===== src/rtl/core/skms_pkg.sv =====
// ----------------------------------------------------------------------------
// skms_pkg
// Shared types and constants for the shift register key matrix scanner.
// ----------------------------------------------------------------------------
package skms_pkg;

  localparam int MAX_KEYS      = 32;
  localparam int MAX_CHIPS     = 4;
  localparam int BITS_PER_CHIP = 8;

  localparam int KEY_W   = 5;
  localparam int COUNT_W = 6;
  localparam int CHIPS_W = 3;
  localparam int WORD_W  = MAX_CHIPS * BITS_PER_CHIP;
  localparam int CFG_W   = 8;
  localparam int CFG_IDX_W = 3;

  // Configuration register indexes
  localparam logic [CFG_IDX_W-1:0] REG_KEY_COUNT       = 3'd0;
  localparam logic [CFG_IDX_W-1:0] REG_LOW_TRUE        = 3'd1;
  localparam logic [CFG_IDX_W-1:0] REG_DIRECT_PIN_MODE = 3'd2;
  localparam logic [CFG_IDX_W-1:0] REG_CHIP_COUNT      = 3'd3;
  localparam logic [CFG_IDX_W-1:0] REG_CHIP_BYTE_ORDER = 3'd4;

  // Reset values
  localparam logic [COUNT_W-1:0] KEY_COUNT_RST  = 6'd32;
  localparam logic [CHIPS_W-1:0] CHIP_COUNT_RST = 3'd4;
  localparam logic [CFG_W-1:0]   BYTE_ORDER_RST = 8'd228;
  localparam logic [MAX_KEYS-1:0] FRAME_RST     = 32'hFFFF_FFFF;

  // Result kinds
  localparam logic KIND_DRIVE = 1'b0;
  localparam logic KIND_EVENT = 1'b1;

  typedef enum logic [1:0] {
    ST_IDLE,
    ST_DRIVE,
    ST_SEEK,
    ST_EMIT
  } skms_state_t;

  typedef struct packed {
    logic accept;      // take the input transaction and build the drive result
    logic load_event;  // load an event result and step the change scan
    logic advance;     // step the change scan without a result
  } skms_cmd_t;

  typedef struct packed {
    logic has_events;  // the last tick closed a frame with changed keys
    logic evt_bit;     // key under the scan has changed
    logic evt_last;    // no changed key beyond the one under the scan
    logic evt_none;    // no changed key left in the scan
  } skms_status_t;

endpackage


===== src/rtl/core/skms_ctrl.sv =====
// ----------------------------------------------------------------------------
// skms_ctrl
// Sequencer: accepts a tick, presents its drive result, then at a frame close
// with changed keys walks the changed-key word, presenting one event each.
// ----------------------------------------------------------------------------
module skms_ctrl
  import skms_pkg::*;
(
  input  logic         clk,
  input  logic         rst,
  input  logic         in_valid,
  output logic         in_stall,
  output logic         out_valid,
  input  logic         out_stall,
  input  skms_status_t status,
  output skms_cmd_t    cmd
);

  skms_state_t state;
  skms_state_t state_next;

  // State register
  always_ff @(posedge clk) begin
    if (rst) begin
      state <= ST_IDLE;
    end else begin
      state <= state_next;
    end
  end

  // Next state
  always_comb begin
    state_next = state;
    unique case (state)
      ST_IDLE: begin
        if (in_valid) state_next = ST_DRIVE;
      end
      ST_DRIVE: begin
        if (!out_stall) state_next = status.has_events ? ST_SEEK : ST_IDLE;
      end
      ST_SEEK: begin
        if (status.evt_bit) state_next = ST_EMIT;
      end
      ST_EMIT: begin
        if (!out_stall) state_next = status.evt_none ? ST_IDLE : ST_SEEK;
      end
      default: state_next = ST_IDLE;
    endcase
  end

  // Outputs and datapath commands
  always_comb begin
    in_stall       = 1'b1;
    out_valid      = 1'b0;
    cmd.accept     = 1'b0;
    cmd.load_event = 1'b0;
    cmd.advance    = 1'b0;
    unique case (state)
      ST_IDLE: begin
        in_stall   = 1'b0;
        cmd.accept = in_valid;
      end
      ST_DRIVE: out_valid = 1'b1;
      ST_SEEK: begin
        cmd.load_event = status.evt_bit;
        cmd.advance    = !status.evt_bit;
      end
      ST_EMIT: out_valid = 1'b1;
      default: in_stall = 1'b1;
    endcase
  end

endmodule


===== src/rtl/core/skms_datapath.sv =====
// ----------------------------------------------------------------------------
// skms_datapath
// Configuration registers, scan position, frame words, change scan and the
// result register.
// ----------------------------------------------------------------------------
module skms_datapath
  import skms_pkg::*;
(
  input  logic                 clk,
  input  logic                 rst,
  input  logic                 cfg_wr_en,
  input  logic [CFG_IDX_W-1:0] cfg_index,
  input  logic [CFG_W-1:0]     cfg_wr_data,
  input  logic [KEY_W-1:0]     slot_number,
  input  logic                 pin_level,
  input  skms_cmd_t            cmd,
  output skms_status_t         status,
  output logic                 kind,
  output logic [WORD_W-1:0]    drive_word,
  output logic [KEY_W-1:0]     key_index,
  output logic                 pressed,
  output logic                 last_of_run
);

  // Configuration
  logic [COUNT_W-1:0] key_count;
  logic               low_true;
  logic               direct_pin_mode;
  logic [CHIPS_W-1:0] chip_count;
  logic [CFG_W-1:0]   chip_byte_order;

  // Scan state
  logic [KEY_W-1:0]    scan_position;
  logic                frame_started;
  logic [MAX_KEYS-1:0] frame_bits;
  logic [MAX_KEYS-1:0] previous_frame_bits;

  // Change scan
  logic [MAX_KEYS-1:0] evt_bits;
  logic [MAX_KEYS-1:0] press_bits;
  logic [KEY_W-1:0]    evt_index;
  logic                has_events;

  // Tick arithmetic
  logic [COUNT_W-1:0]  eff_keys;
  logic [CHIPS_W-1:0]  eff_chips;
  logic [KEY_W-1:0]    pos;
  logic [COUNT_W-1:0]  pos_inc;
  logic [KEY_W-1:0]    next_pos;
  logic [MAX_KEYS-1:0] sample_bit;
  logic [MAX_KEYS-1:0] key_mask;
  logic [MAX_KEYS-1:0] pattern;
  logic [WORD_W-1:0]   drive_calc;
  logic                close_frame;
  logic [MAX_KEYS-1:0] closed_frame;
  logic [MAX_KEYS-1:0] changed;

  // Clamp the register values to their usable ranges
  always_comb begin
    if (key_count == '0) begin
      eff_keys = COUNT_W'(1);
    end else if (key_count > COUNT_W'(MAX_KEYS)) begin
      eff_keys = COUNT_W'(MAX_KEYS);
    end else begin
      eff_keys = key_count;
    end
    eff_chips = (chip_count > CHIPS_W'(MAX_CHIPS)) ? CHIPS_W'(MAX_CHIPS) : chip_count;
  end

  // Sample position, wrapped next position and the sampled key bit
  always_comb begin
    pos        = ({1'b0, scan_position} >= eff_keys) ? '0 : scan_position;
    pos_inc    = {1'b0, pos} + COUNT_W'(1);
    next_pos   = (pos_inc >= eff_keys) ? '0 : pos_inc[KEY_W-1:0];
    sample_bit = MAX_KEYS'(pin_level ^ low_true) << pos;
    key_mask   = ~({MAX_KEYS{1'b1}} << eff_keys);
  end

  // Build the drive word for the next position (all zeros in direct pin mode)
  always_comb begin
    pattern    = MAX_KEYS'(1) << next_pos;
    drive_calc = '0;
    if (low_true) pattern = ~pattern;
    for (int i = 0; i < MAX_CHIPS; i++) begin
      if (CHIPS_W'(i) < eff_chips) begin
        drive_calc[i*BITS_PER_CHIP +: BITS_PER_CHIP] =
          pattern[{chip_byte_order[2*i +: 2], 3'b000} +: BITS_PER_CHIP];
      end
    end
    if (direct_pin_mode) drive_calc = '0;
  end

  // Frame close and the changed-key word
  always_comb begin
    close_frame  = frame_started && ({1'b0, slot_number} == eff_keys - COUNT_W'(1));
    closed_frame = frame_bits | sample_bit;
    changed      = (previous_frame_bits ^ closed_frame) & key_mask;
  end

  assign status.has_events = has_events;
  assign status.evt_bit    = evt_bits[0];
  assign status.evt_last   = (evt_bits[MAX_KEYS-1:1] == '0);
  assign status.evt_none   = (evt_bits == '0);

  // Configuration writes
  always_ff @(posedge clk) begin
    if (rst) begin
      key_count       <= KEY_COUNT_RST;
      low_true        <= 1'b0;
      direct_pin_mode <= 1'b0;
      chip_count      <= CHIP_COUNT_RST;
      chip_byte_order <= BYTE_ORDER_RST;
    end else if (cfg_wr_en) begin
      unique case (cfg_index)
        REG_KEY_COUNT:       key_count       <= cfg_wr_data[COUNT_W-1:0];
        REG_LOW_TRUE:        low_true        <= cfg_wr_data[0];
        REG_DIRECT_PIN_MODE: direct_pin_mode <= cfg_wr_data[0];
        REG_CHIP_COUNT:      chip_count      <= cfg_wr_data[CHIPS_W-1:0];
        REG_CHIP_BYTE_ORDER: chip_byte_order <= cfg_wr_data;
        default: ;
      endcase
    end
  end

  // Advance the scan and frame state on each accepted tick
  always_ff @(posedge clk) begin
    if (rst) begin
      scan_position       <= '0;
      frame_started       <= 1'b0;
      frame_bits          <= FRAME_RST;
      previous_frame_bits <= '0;
      has_events          <= 1'b0;
    end else if (cmd.accept) begin
      scan_position <= next_pos;
      has_events    <= 1'b0;
      if (!frame_started) begin
        if (slot_number == '0) begin
          frame_started <= 1'b1;
          frame_bits    <= closed_frame;
        end
      end else if (close_frame) begin
        previous_frame_bits <= closed_frame;
        frame_bits          <= '0;
        frame_started       <= 1'b0;
        has_events          <= (changed != '0);
      end else begin
        frame_bits <= closed_frame;
      end
    end
  end

  // Change scan: shift one key per step
  always_ff @(posedge clk) begin
    if (cmd.accept) begin
      evt_bits   <= changed;
      press_bits <= closed_frame;
      evt_index  <= '0;
    end else if (cmd.load_event || cmd.advance) begin
      evt_bits   <= evt_bits >> 1;
      press_bits <= press_bits >> 1;
      evt_index  <= evt_index + KEY_W'(1);
    end
  end

  // Result register
  always_ff @(posedge clk) begin
    if (cmd.accept) begin
      kind        <= KIND_DRIVE;
      drive_word  <= drive_calc;
      key_index   <= '0;
      pressed     <= 1'b0;
      last_of_run <= !(close_frame && (changed != '0));
    end else if (cmd.load_event) begin
      kind        <= KIND_EVENT;
      drive_word  <= '0;
      key_index   <= evt_index;
      pressed     <= press_bits[0];
      last_of_run <= status.evt_last;
    end
  end

endmodule


===== src/rtl/core/shift_register_key_matrix_scanner.sv =====
// ----------------------------------------------------------------------------
// shift_register_key_matrix_scanner
// Key matrix scanner with change detection for cascaded shift-chip drive.
// ----------------------------------------------------------------------------
// Usage:
//   Input channel (in_valid / in_stall) carries one scan tick: slot_number
//   and the sampled pin_level for the current scan position.
//   Output channel (out_valid / out_stall) returns the results of a tick:
//   first the drive word for the next position, then at a frame close one
//   event per changed key in increasing key order. last_of_run marks the
//   final result of each tick.
//   Configuration is written through cfg_wr_en / cfg_index / cfg_wr_data
//   while the block is idle.
// Sequencing:
//   The drive result is presented in the cycle after the tick is accepted.
//   A tick with no events ends with that result. At a frame close the
//   change scan then steps through one key per cycle, pausing at each
//   changed key until its event has left. One tick is in flight at a time.
// Reset (rst, synchronous): scan position 0, no frame open, frame word all
//   ones, previous frame zero, configuration at its defaults.
// Stalls: a result is held unchanged while out_stall is high, and no new
//   transaction is taken until the last result of the tick has left.
// ----------------------------------------------------------------------------
module shift_register_key_matrix_scanner
  import skms_pkg::*;
(
  input  logic                 clk,
  input  logic                 rst,
  input  logic                 cfg_wr_en,
  input  logic [CFG_IDX_W-1:0] cfg_index,
  input  logic [CFG_W-1:0]     cfg_wr_data,
  input  logic                 in_valid,
  output logic                 in_stall,
  input  logic [KEY_W-1:0]     slot_number,
  input  logic                 pin_level,
  output logic                 out_valid,
  input  logic                 out_stall,
  output logic                 kind,
  output logic [WORD_W-1:0]    drive_word,
  output logic [KEY_W-1:0]     key_index,
  output logic                 pressed,
  output logic                 last_of_run
);

  skms_cmd_t    cmd;
  skms_status_t status;

  // Sequencer
  skms_ctrl u_ctrl (
    .clk       (clk),
    .rst       (rst),
    .in_valid  (in_valid),
    .in_stall  (in_stall),
    .out_valid (out_valid),
    .out_stall (out_stall),
    .status    (status),
    .cmd       (cmd)
  );

  // Scan state, change scan and result register
  skms_datapath u_datapath (
    .clk         (clk),
    .rst         (rst),
    .cfg_wr_en   (cfg_wr_en),
    .cfg_index   (cfg_index),
    .cfg_wr_data (cfg_wr_data),
    .slot_number (slot_number),
    .pin_level   (pin_level),
    .cmd         (cmd),
    .status      (status),
    .kind        (kind),
    .drive_word  (drive_word),
    .key_index   (key_index),
    .pressed     (pressed),
    .last_of_run (last_of_run)
  );

endmodule


===== config.mk =====
export PLATFORM = sky130hd
export DESIGN_NAME = shift_register_key_matrix_scanner
export DESIGN_NICKNAME = d
export VERILOG_FILES = /design/src/rtl/core/skms_pkg.sv /design/src/rtl/core/skms_ctrl.sv /design/src/rtl/core/skms_datapath.sv /design/src/rtl/core/shift_register_key_matrix_scanner.sv
export SDC_FILE = /design/constraint.sdc
export NUM_CORES = 1
export LEC_CHECK = 0
export ABC_CLOCK_PERIOD_IN_PS = 7600
export BUFFER_PORTS_ARGS = -buffer_cell sky130_fd_sc_hd__buf_2
export CORE_MARGIN = 10
export CORE_UTILIZATION = 50
export DETAILED_ROUTE_END_ITERATION = 8
export PLACE_DENSITY = 0.68
export RECOVER_POWER = 50
export SYNTH_ARGS = -nofsm -noshare
export SYNTH_HDL_FRONTEND = slang
export SYNTH_SLANG_ARGS = --single-unit

===== constraint.sdc =====
create_clock -name clk -period 7.6 [get_ports clk]
set_clock_uncertainty 0.05 [all_clocks]
set_input_delay 1.52 -clock clk [delete_from_list [all_inputs] [get_ports clk]]
set_output_delay 1.52 -clock clk [all_outputs]
set_load 0.02 [all_outputs]

==> results.yml <==
status:
  status: "finished, violations left"
  violations: "capacitance limit, slew limit"
synthesis:
  ys.flop_type: "dfxtp_1"
  synth_cell_types: 66
  syn_inst: 1070
  syn_area_per_cell_um2: 9.247
  ys_ff_latch: 201
  syn_nets: 1108
  ys_seq_area_share_pct: 50.48
  ys_warn_count: 0
  synth_edf_count: 97
  synth_area_um2: 9894
  async_flop_share_pct: 0
pwr:
  ir_drop_mv: 0.1786
  switching_share_pct: 23.52
  p_seq_share_pct: 49.4
  power_density_nw_per_um2: 224.2
  power.total_w: 0.002462
  power.switching_w: 0.0005790
  intPower_w: 0.001883
  p_clk_share_pct: 42.9
  cellLeakagePower_nw: 3.974
  comb_power_share_pct: 7.7
clock_network:
  cts.repair_timing.setup_buffer_count: 0
  tritoncts: "done"
  clock_sinks: 201
  cts_buffers: 22
  cts_buffer_depth: 3
  h-tree-depth: 1
  clockRootBuffer: "clkbuf_16"
  clock_latency_ns: 0.51
  cts_resized: 0
  path_clk_slew_ns: 0.06
  hold_buffers: 0
grt:
  grt_pass1_wl_um: 41120
  antenna_found_initial: 0
  globalRouteOverflowTotal: 0
  track_usage_pct: 19.33
  grt_pass1_vias: 7445
  grt_max_degree: 114
route:
  viasPerCell: 5.745
  ant_nets: 0
  detail_route.wl_per_cell_um: 18.72
  drc_errors: 0
  dr.pass1.iters: 5
  drt-initial-drc-count: 623
  dr_total_vias: 7877
  wl_um: 25660
layout:
  num_antenna_cells: 0
  mostFrequentLayoutCell: "nand2_1"
  fin_nets: 1129
  mostFrequentLayoutCells: "nand2_1, dfxtp_1, edfxtp_1"
  final_util_pct: 56.42
  syn_to_final_growth_pct: 10.98
  drive_above_1_share_pct: 7.233
sta:
  fin_crit_sh_pct: 83.97
  relSlewSlack_pct: -140.2
  whs_ns: 0.4036
  fmax_ghz: 0.1567
  slew_violations: 188
  period_needed_ns: 6.382
  rsz0062_at_grt: "no"
  worstMarginPinSlew_ns: 3.602
  final_hold_viol_count: 0
  tns_ns: 0
  setup_viol: 0
worst_hold_path:
  hold_depth: 2
  worst_hold_path_type: "flop to flop"
  min_to: "u_datapath.key_index[1]"
  hold_start: "u_datapath.key_index[1]"
setup_path:
  cp_slowest_cell: "o31ai_1"
  reg2reg_slack_ns: 1.22
  critPathMaxFanout: 20
  critPathCaptureType: "flop"
  cp.arrival_ns: 6.55
  r2r-end: "u_datapath.drive_word[3]"
  reg2reg_depth: 23
  cp_num_buf_inv: 4
  crit_path_frequent_cell: "ha_1"
  cp.required_ns: 7.77
  max_stage_delay_ns: 0.69
  cpLargestDelayFamily: "compound AO/OA/AOI/OAI gates"
  critPathKind: "flop to flop"
  crit_path_start_kind: "flop"
  path_cells: "inv_2 -> o21ai_1 -> inv_1 -> ha_1 -> nand2b_1 -> a21o_1 -> a21oi_2 -> buf_4 -> nand2_1 -> inv_1 -> ha_1 -> nand3_1 -> xor2_1 -> a211oi_2 -> ha_1 -> nand2_1 -> o31ai_1 -> nor3_1 -> a2bb2oi_1 -> o22ai_1 -> nor2b_1 -> xnor2_1 -> nor2_1"
  r2r-start: "u_datapath.key_count[5]"
place:
  dpl.hpwl_um: 17880
  place.gp.congestion: 0.9140
  port_buffers: 63
floorplan:
  initial_core_util_pct: 50.84
  fp.dieW_um: 160.7
  core_um2: 19460
  die_height_um: 160.7
  placementRows: 51
  dieArea_um2: 25820
  ios: 64
flow_run:
  maxCapViolCount: 4
-- routing by layer --
layer	vias to the layer above	part of all wire [%]	GRT usage, %
met3	53	7.0	3.962
li1	3881	-	-
met4	0	3.1	6.344
met5	-	0	0
met2	269	45	30.86
met1	3674	45	25.65
-- worst max path at each step --
| stage | start | end | slack (ns) | cells past startpoint |
|---|---|---|---|---|
| 4_1_cts | u_datapath.key_count[5] | u_datapath.drive_word[3] | 1.31 | 23 |
| 3_5_place_dp | u_datapath.key_count[5] | u_datapath.drive_word[3] | 1.37 | 23 |
| 6_report | u_datapath.key_count[5] | u_datapath.drive_word[3] | 1.22 | 23 |
| 5_1_grt | u_datapath.key_count[5] | u_datapath.drive_word[3] | 0.58 | 23 |
| 2_1_floorplan | u_datapath.key_count[4] | u_datapath.drive_word[11] | 2.13 | 23 |
| 3_3_place_gp | u_datapath.key_count[2] | u_datapath.drive_word[6] | 1.56 | 23 |
-- cell usage after synthesis, drive strengths merged, types with 2 or more instances --
cell type	instances	area (µm²)
mux2	2	22.52
nand2	162	608.1
and2	6	37.54
or2	5	31.28
o21a	5	37.54
o32ai	4	35.03
a32oi	3	26.28
or4	4	30.03
a22o	2	17.52
a2bb2oi	2	17.52
a21oi	95	490.5
xor2	39	341.6
a31oi	24	177.7
and4	4	35.03
o31ai	11	82.58
nor2	90	337.8
o22ai	3	18.77
o31a	2	17.52
a221oi	2	17.52
inv	10	37.53
buf	15	81.32
xnor2	42	375.4
nor2b	9	56.30
a21o	2	15.01
a211oi	37	295.3
nand3	38	190.2
edfxtp	97	2913
dfxtp	104	2082
nor3b	6	45.04
clkbuf	62	232.7
nand4	5	31.28
ha	16	200.2
nor4	12	75.07
nand2b	5	31.28
mux2i	6	60.06
and3b	2	17.52
and3	11	68.82
o21ai	89	445.4
nor3	13	65.06
or3	9	56.30
a2111oi	3	26.28
-- final cells by class --
type | instances | area [µm²]
Fill cell | 1785 | 8482
Sequential cell | 201 | 4996
Multi-Input combinational cell | 782 | 4574
Clock buffer | 36 | 674.4
Tap cell | 265 | 331.6
Timing Repair Buffer | 74 | 326.6
Clock inverter | 3 | 40.04
Inverter | 10 | 37.54
-- worst register-to-register path, stage by stage (launching register included) --
cell and delay [ns]:
dfxtp_1 0.66, inv_2 0.25, o21ai_1 0.27, inv_1 0.15
ha_1 0.31, nand2b_1 0.15, a21o_1 0.26, a21oi_2 0.14
buf_4 0.26, nand2_1 0.17, inv_1 0.20, ha_1 0.21
nand3_1 0.09, xor2_1 0.20, a211oi_2 0.61, ha_1 0.24
nand2_1 0.06, o31ai_1 0.69, nor3_1 0.31, a2bb2oi_1 0.21
o22ai_1 0.22, nor2b_1 0.19, xnor2_1 0.13, nor2_1 0.06
-- power groups by stage --
stage          Sequential [W]  Combinational, W  Clock, W
5_1_grt               0.00122          0.000213   0.00111
2_1_floorplan         0.00124          0.000127         0
6_report              0.00122          0.000190   0.00106
4_1_cts               0.00121          0.000195   0.00107
3_3_place_gp          0.00123          0.000191         0
3_5_place_dp          0.00124          0.000194         0
-- state kept, by name (all words and copies together), names as in the netlist --
| name | flops |
|---|---|
| u_datapath.drive_word | 32 |
| u_datapath.evt_bits | 32 |
| u_datapath.frame_bits | 32 |
| u_datapath.press_bits | 32 |
| u_datapath.previous_frame_bits | 32 |
| u_datapath.chip_byte_order | 8 |
| u_datapath.key_count | 6 |
| u_datapath.evt_index | 5 |
| u_datapath.key_index | 5 |
| u_datapath.scan_position | 5 |
| u_datapath.chip_count | 3 |
| u_ctrl.state | 2 |
| u_datapath.direct_pin_mode | 1 |
| u_datapath.frame_started | 1 |
| u_datapath.has_events | 1 |
| u_datapath.kind | 1 |
| u_datapath.last_of_run | 1 |
| u_datapath.low_true | 1 |
| u_datapath.pressed | 1 |
-- logic make-up (layout without fill, tap and decap cells) --
logic type                 after synthesis  count (layout)  synth area share [%]
AOI/OAI and AO/OA                      294             294                 18.34
xor gates and xnor gates                81              81                 7.246
adders and majority gates               16              16                 2.023
buffers and inverters                   87             123                 3.553
DFF                                    201             201                 50.48
muxes                                    8               8                0.8346
and+or+nand+nor                        383             383                 17.53
-- stage by stage --
stage               worst slack [ns]  cell area [µm²]  std cells
floorplan                      2.128             9894       1070
global placement               1.565            10340       1332
detailed placement             1.365            10340       1332
CTS                            1.308            11050       1371
global route                  0.5794            10980       1371
finish                         1.218            10980       1371
(Power assumes the default switching activity.)
